===== config.mk =====
export PLATFORM = sky130hd
export DESIGN_NAME = pcclb_chan_sel
export DESIGN_NICKNAME = d
export VERILOG_FILES = /design/src/hw/rtl/pcclb_pkg.sv /design/src/hw/rtl/pcclb_chan_sel.sv
export SDC_FILE = /design/constraint.sdc
export NUM_CORES = 1
export LEC_CHECK = 0
export BUFFER_PORTS_ARGS = -buffer_cell sky130_fd_sc_hd__clkbuf_2
export CORE_AREA = 2 2 39 41
export DETAILED_ROUTE_END_ITERATION = 12
export DIE_AREA = 0 0 41 43
export GPL_TIMING_DRIVEN = 1
export PLACE_DENSITY = 0.83
export SYNTH_ARGS = -nofsm -noshare
export SYNTH_HDL_FRONTEND = slang
export SYNTH_SLANG_ARGS = --single-unit

===== constraint.sdc =====
create_clock -name vclk -period 1.2
set_input_delay 0.12 -clock vclk [all_inputs]
set_output_delay 0.12 -clock vclk [all_outputs]
set_load 0.02 [all_outputs]

===== src/hw/rtl/pcclb_pkg.sv =====
package pcclb_pkg;

    // Sizing of the channel array and of one line.
    localparam int LINE_BYTES   = 64;
    localparam int MAX_CORES    = 16;
    localparam int MAX_CLUSTERS = 4;
    localparam int CHANNELS     = MAX_CORES * MAX_CLUSTERS;

    localparam int POS_W       = $clog2(LINE_BYTES);
    localparam int CH_W        = $clog2(CHANNELS);
    localparam int STORE_AW    = CH_W + POS_W;
    localparam int STORE_DEPTH = CHANNELS * LINE_BYTES;

    // Fixed field widths of the bus beats.
    localparam int OFFSET_W    = 13;
    localparam int BYTE_W      = 8;
    localparam int CORE_W      = 4;
    localparam int CLUS_W      = 6;
    localparam int OUT_CORE_W  = 4;
    localparam int OUT_CLUS_W  = 2;
    localparam int S_TDATA_W   = 24;
    localparam int M_TDATA_W   = 16;

    // Configuration register widths and indexes.
    localparam int CFG_ADDR_W  = 3;
    localparam int CFG_DATA_W  = 6;
    localparam int CPC_W       = 5;
    localparam int CCNT_W      = 3;

    localparam logic [CFG_ADDR_W-1:0] REG_CORES_PER_CLUSTER    = 3'd0;
    localparam logic [CFG_ADDR_W-1:0] REG_CLUSTER_COUNT        = 3'd1;
    localparam logic [CFG_ADDR_W-1:0] REG_CORE_FIXED_ENABLE    = 3'd2;
    localparam logic [CFG_ADDR_W-1:0] REG_CORE_FIXED_ID        = 3'd3;
    localparam logic [CFG_ADDR_W-1:0] REG_CLUSTER_FIXED_ENABLE = 3'd4;
    localparam logic [CFG_ADDR_W-1:0] REG_CLUSTER_FIXED_ID     = 3'd5;

    // Beat kinds and response status codes.
    localparam logic KIND_RESP      = 1'b0;
    localparam logic KIND_BYTE      = 1'b1;
    localparam logic STATUS_OK      = 1'b0;
    localparam logic STATUS_INVALID = 1'b1;

    localparam logic [BYTE_W-1:0] NL_BYTE = 8'h0A;

    // Result of the channel decode for one access.
    typedef struct packed {
        logic [CORE_W-1:0] core;
        logic [CLUS_W-1:0] cluster;
        logic [CH_W-1:0]   ch;
        logic              invalid;
    } chan_sel_t;

    typedef struct packed {
        logic [CPC_W-1:0]  cores_per_cluster;
        logic [CCNT_W-1:0] cluster_count;
        logic              core_fixed_enable;
        logic [CORE_W-1:0] core_fixed_id;
        logic              cluster_fixed_enable;
        logic [CLUS_W-1:0] cluster_fixed_id;
    } cfg_t;

endpackage


===== src/hw/rtl/pcclb_chan_sel.sv =====
// Picks the core and cluster of an access and checks them against the
// configured channel range.
module pcclb_chan_sel (
    input  logic [pcclb_pkg::OFFSET_W-1:0] offset,
    input  pcclb_pkg::cfg_t                cfg,
    output pcclb_pkg::chan_sel_t           sel
);

    logic [pcclb_pkg::CORE_W-1:0] core;
    logic [pcclb_pkg::CLUS_W-1:0] cluster;
    logic                         core_bad;
    logic                         clus_bad;

    always_comb begin
        core    = cfg.core_fixed_enable ? cfg.core_fixed_id : offset[6:3];
        cluster = cfg.cluster_fixed_enable ? cfg.cluster_fixed_id : offset[12:7];

        core_bad = (32'(core) >= 32'(cfg.cores_per_cluster))
                || (32'(core) >= pcclb_pkg::MAX_CORES);
        clus_bad = (32'(cluster) >= 32'(cfg.cluster_count))
                || (32'(cluster) >= pcclb_pkg::MAX_CLUSTERS);

        sel.core    = core;
        sel.cluster = cluster;
        sel.ch      = pcclb_pkg::CH_W'(32'(cluster) * pcclb_pkg::MAX_CORES + 32'(core));
        sel.invalid = core_bad || clus_bad;
    end

endmodule


==> summary.txt <==
Status
  • Status: complete, but fails checks
  • Violated checks: negative setup slack

Die
  • Io pins: 50
  • Die footprint: 1763 um2
  • Die X: 41 um
  • CORE AREA: 1384 um2
  • Initial Util: 26.58%
  • Chip height: 43 um
  • Row count: 14

Final layout
  • Reg area: 0 um2
  • Area grow syn2layout: 98.30%
  • Post-route cell area: 729.5 um2
  • Nets: 138
  • Final Core Density: 52.71%
  • ANT cells: 0
  • Non-Filler Instances: 112
  • CLK BUF: 0
  • Fillers: 133
  • Multi-input logic area: 340.3 um2
  • FF+latch count: 0
  • Layout cells sized above 1: 76.04%

Synth
  • Register area share after synthesis: 0%
  • Syn avg cell area: 7.997 um2
  • Synth unique cells: 17
  • Post-Synthesis Net Count: 86
  • Ys Warns: 0
  • Post-Synthesis Cell Area: 367.9 um2
  • Syn Inst Count: 46

Placed design
  • IO Port Bufs: 47
  • Detail Placement HPWL: 983.9 um
  • Dpl cells: 110
  • Dpl cell area: 659.4 um2
  • Gpl congestion: 0.6522

Critical path
  • Slowest stage cell, crit path: ha_1
  • Worst Setup SP: cfg[11]
  • Endpoint class of the critical path: output port
  • Critical-path maximum fanout: 4
  • Critical Path AT: 1.31 ns
  • Setup CP Type: in -> out
  • CP peak stage delay: 0.27 ns
  • Worst path cell trace: buf_8 > buf_6 > mux2i_4 > ha_1 > nor2b_1 > o21ai_2 > nand3_1 > nand4_1 > clkbuf_8
  • Worst setup SP type: primary input
  • Required time of the critical path: 1.08 ns

Global route
  • Initial antenna violation count: 0
  • Largest net degree at the start of global routing: 6
  • Overflow after GRT: 0
  • First-pass GRT wire length: 1.490 mm
  • Global-route usage over all layers: 11.69%
  • Number of global-route vias before repair: 427

Min path
  • Hold Crit Depth: 3
  • Hold Startpoint: cfg[5]
  • Min-delay worst type: in -> out
  • WHS Endpoint: sel[12]

Timing
  • Part of the cycle the worst path needs: 119.2%
  • Slew @ Worst Pin: 0.1738 ns
  • RSZ-0062 raised after global routing: true
  • Setup ws final: -0.2305 ns
  • Fmax: 699.1 MHz
  • Min Tclk post-route: 1.430 ns
  • Hold Violations, Final: 0
  • Final setup vio count: 1
  • Max_slew headroom: 88.19%
  • Hold_ws: 0.6088 ns
  • Slew Viols, Final: 0

Pwr
  • P_leak: 0.0004384 uW
  • Final Power: 325.5 uW
  • Max VDD drop: 0.0001730 V
  • Power per Cell Area: 446.2 nW/um2

Route
  • DR pass1 iterations: 1
  • Vias/cell: 4.339
  • DRT antenna net count: 0
  • Vias: 486
  • Wire length per cell: 9.321 um
  • Initial drt markers: 0
  • Drc violations: 0
  • Routed WL: 1.044 mm

Flow run
  • MaxCap Viol Count: 0

Clocking
  • Hold buffers post-CTS: 0
## layout make-up
| cell class | instances | area share, % |
|---|---|---|
| multi-input cells | 30 | 46.66 |
| well taps | 16 | 2.744 |
| repair buffers | 57 | 45.97 |
| inverters | 9 | 4.631 |
## synthesized netlist by cell type, drive strengths merged
cell	instances	area, um2
nor2b	1	6.260
o21ai	2	10.01
inv	9	33.78
mux2i	2	20.02
ha	7	87.58
nor2	1	3.750
nor3	2	15.01
a21oi	3	15.01
nand3	1	5.000
mux2	8	97.59
a21boi	1	7.510
nand4	1	6.260
buf	7	56.30
nand2	1	3.750
## cells in the final DEF (no fill, tap or decap), drive strengths merged
cell type  instances
clkbuf            45
buf               12
inv                9
mux2               8
ha                 7
a21oi              3
mux2i              2
o21ai              2
nor3               2
nor2b              1
nand2              1
nand3              1
nor2               1
a21boi             1
nand4              1
## kinds of logic (layout without fill, tap and decap cells)
kind of cell	after synthesis	in the layout	synth area share [%]
simple gates	7	7	10.88
mux	10	10	31.97
fa+ha+maj	7	7	23.81
compound gates	6	6	8.843
buf+inv	16	66	24.49
## how the worst max path moves through the flow
stage and endpoint:
6_report sel[0], 2_1_floorplan sel[0], 4_1_cts sel[0], 3_5_place_dp sel[0], 5_1_grt sel[0], 3_3_place_gp sel[0]
## report_power, final
group / switching, uW / internal [uW] / total (uW)
registers: 0 / 0 / 0
logic: 157 / 169 / 325
clock network: 0 / 0 / 0
total: 157 / 169 / 325
## layer usage
layer / routed length, um / up-vias / track usage [%]
met1: 323 / 198 / 11.39
met4: 0 / 0 / 0
met3: 150 / 0 / 0
li1: - / 251 / -
met2: 570 / 37 / 25.31
met5: 0 / - / 0
## through the flow
stage          setup WS [ns]  setup TNS (ns)
3_3_place_gp         -0.3180         -0.3180
5_1_grt              -0.2975         -0.2975
3_5_place_dp         -0.3677         -0.3677
4_1_cts              -0.2606         -0.2606
6_report             -0.2305         -0.2305
2_1_floorplan        -0.1734         -0.1734
## what timing repair did
action / 4_1_cts / 5_1_grt
resized for setup: 7 / 8
pin swaps: 6 / 5
setup buffers: 1 / 1
setup endpoints to repair: 1 / 1
## critical path: cells and delay by family
family | cells | cell delay, ns
AO/OA/AOI/OAI | 1 | 0.07
multiplexers | 1 | 0.17
adder cells (fa/ha/maj) | 1 | 0.27
AND/OR/NAND/NOR | 3 | 0.29
buffers and inverters | 3 | 0.38
(Power assumes the default switching activity.)
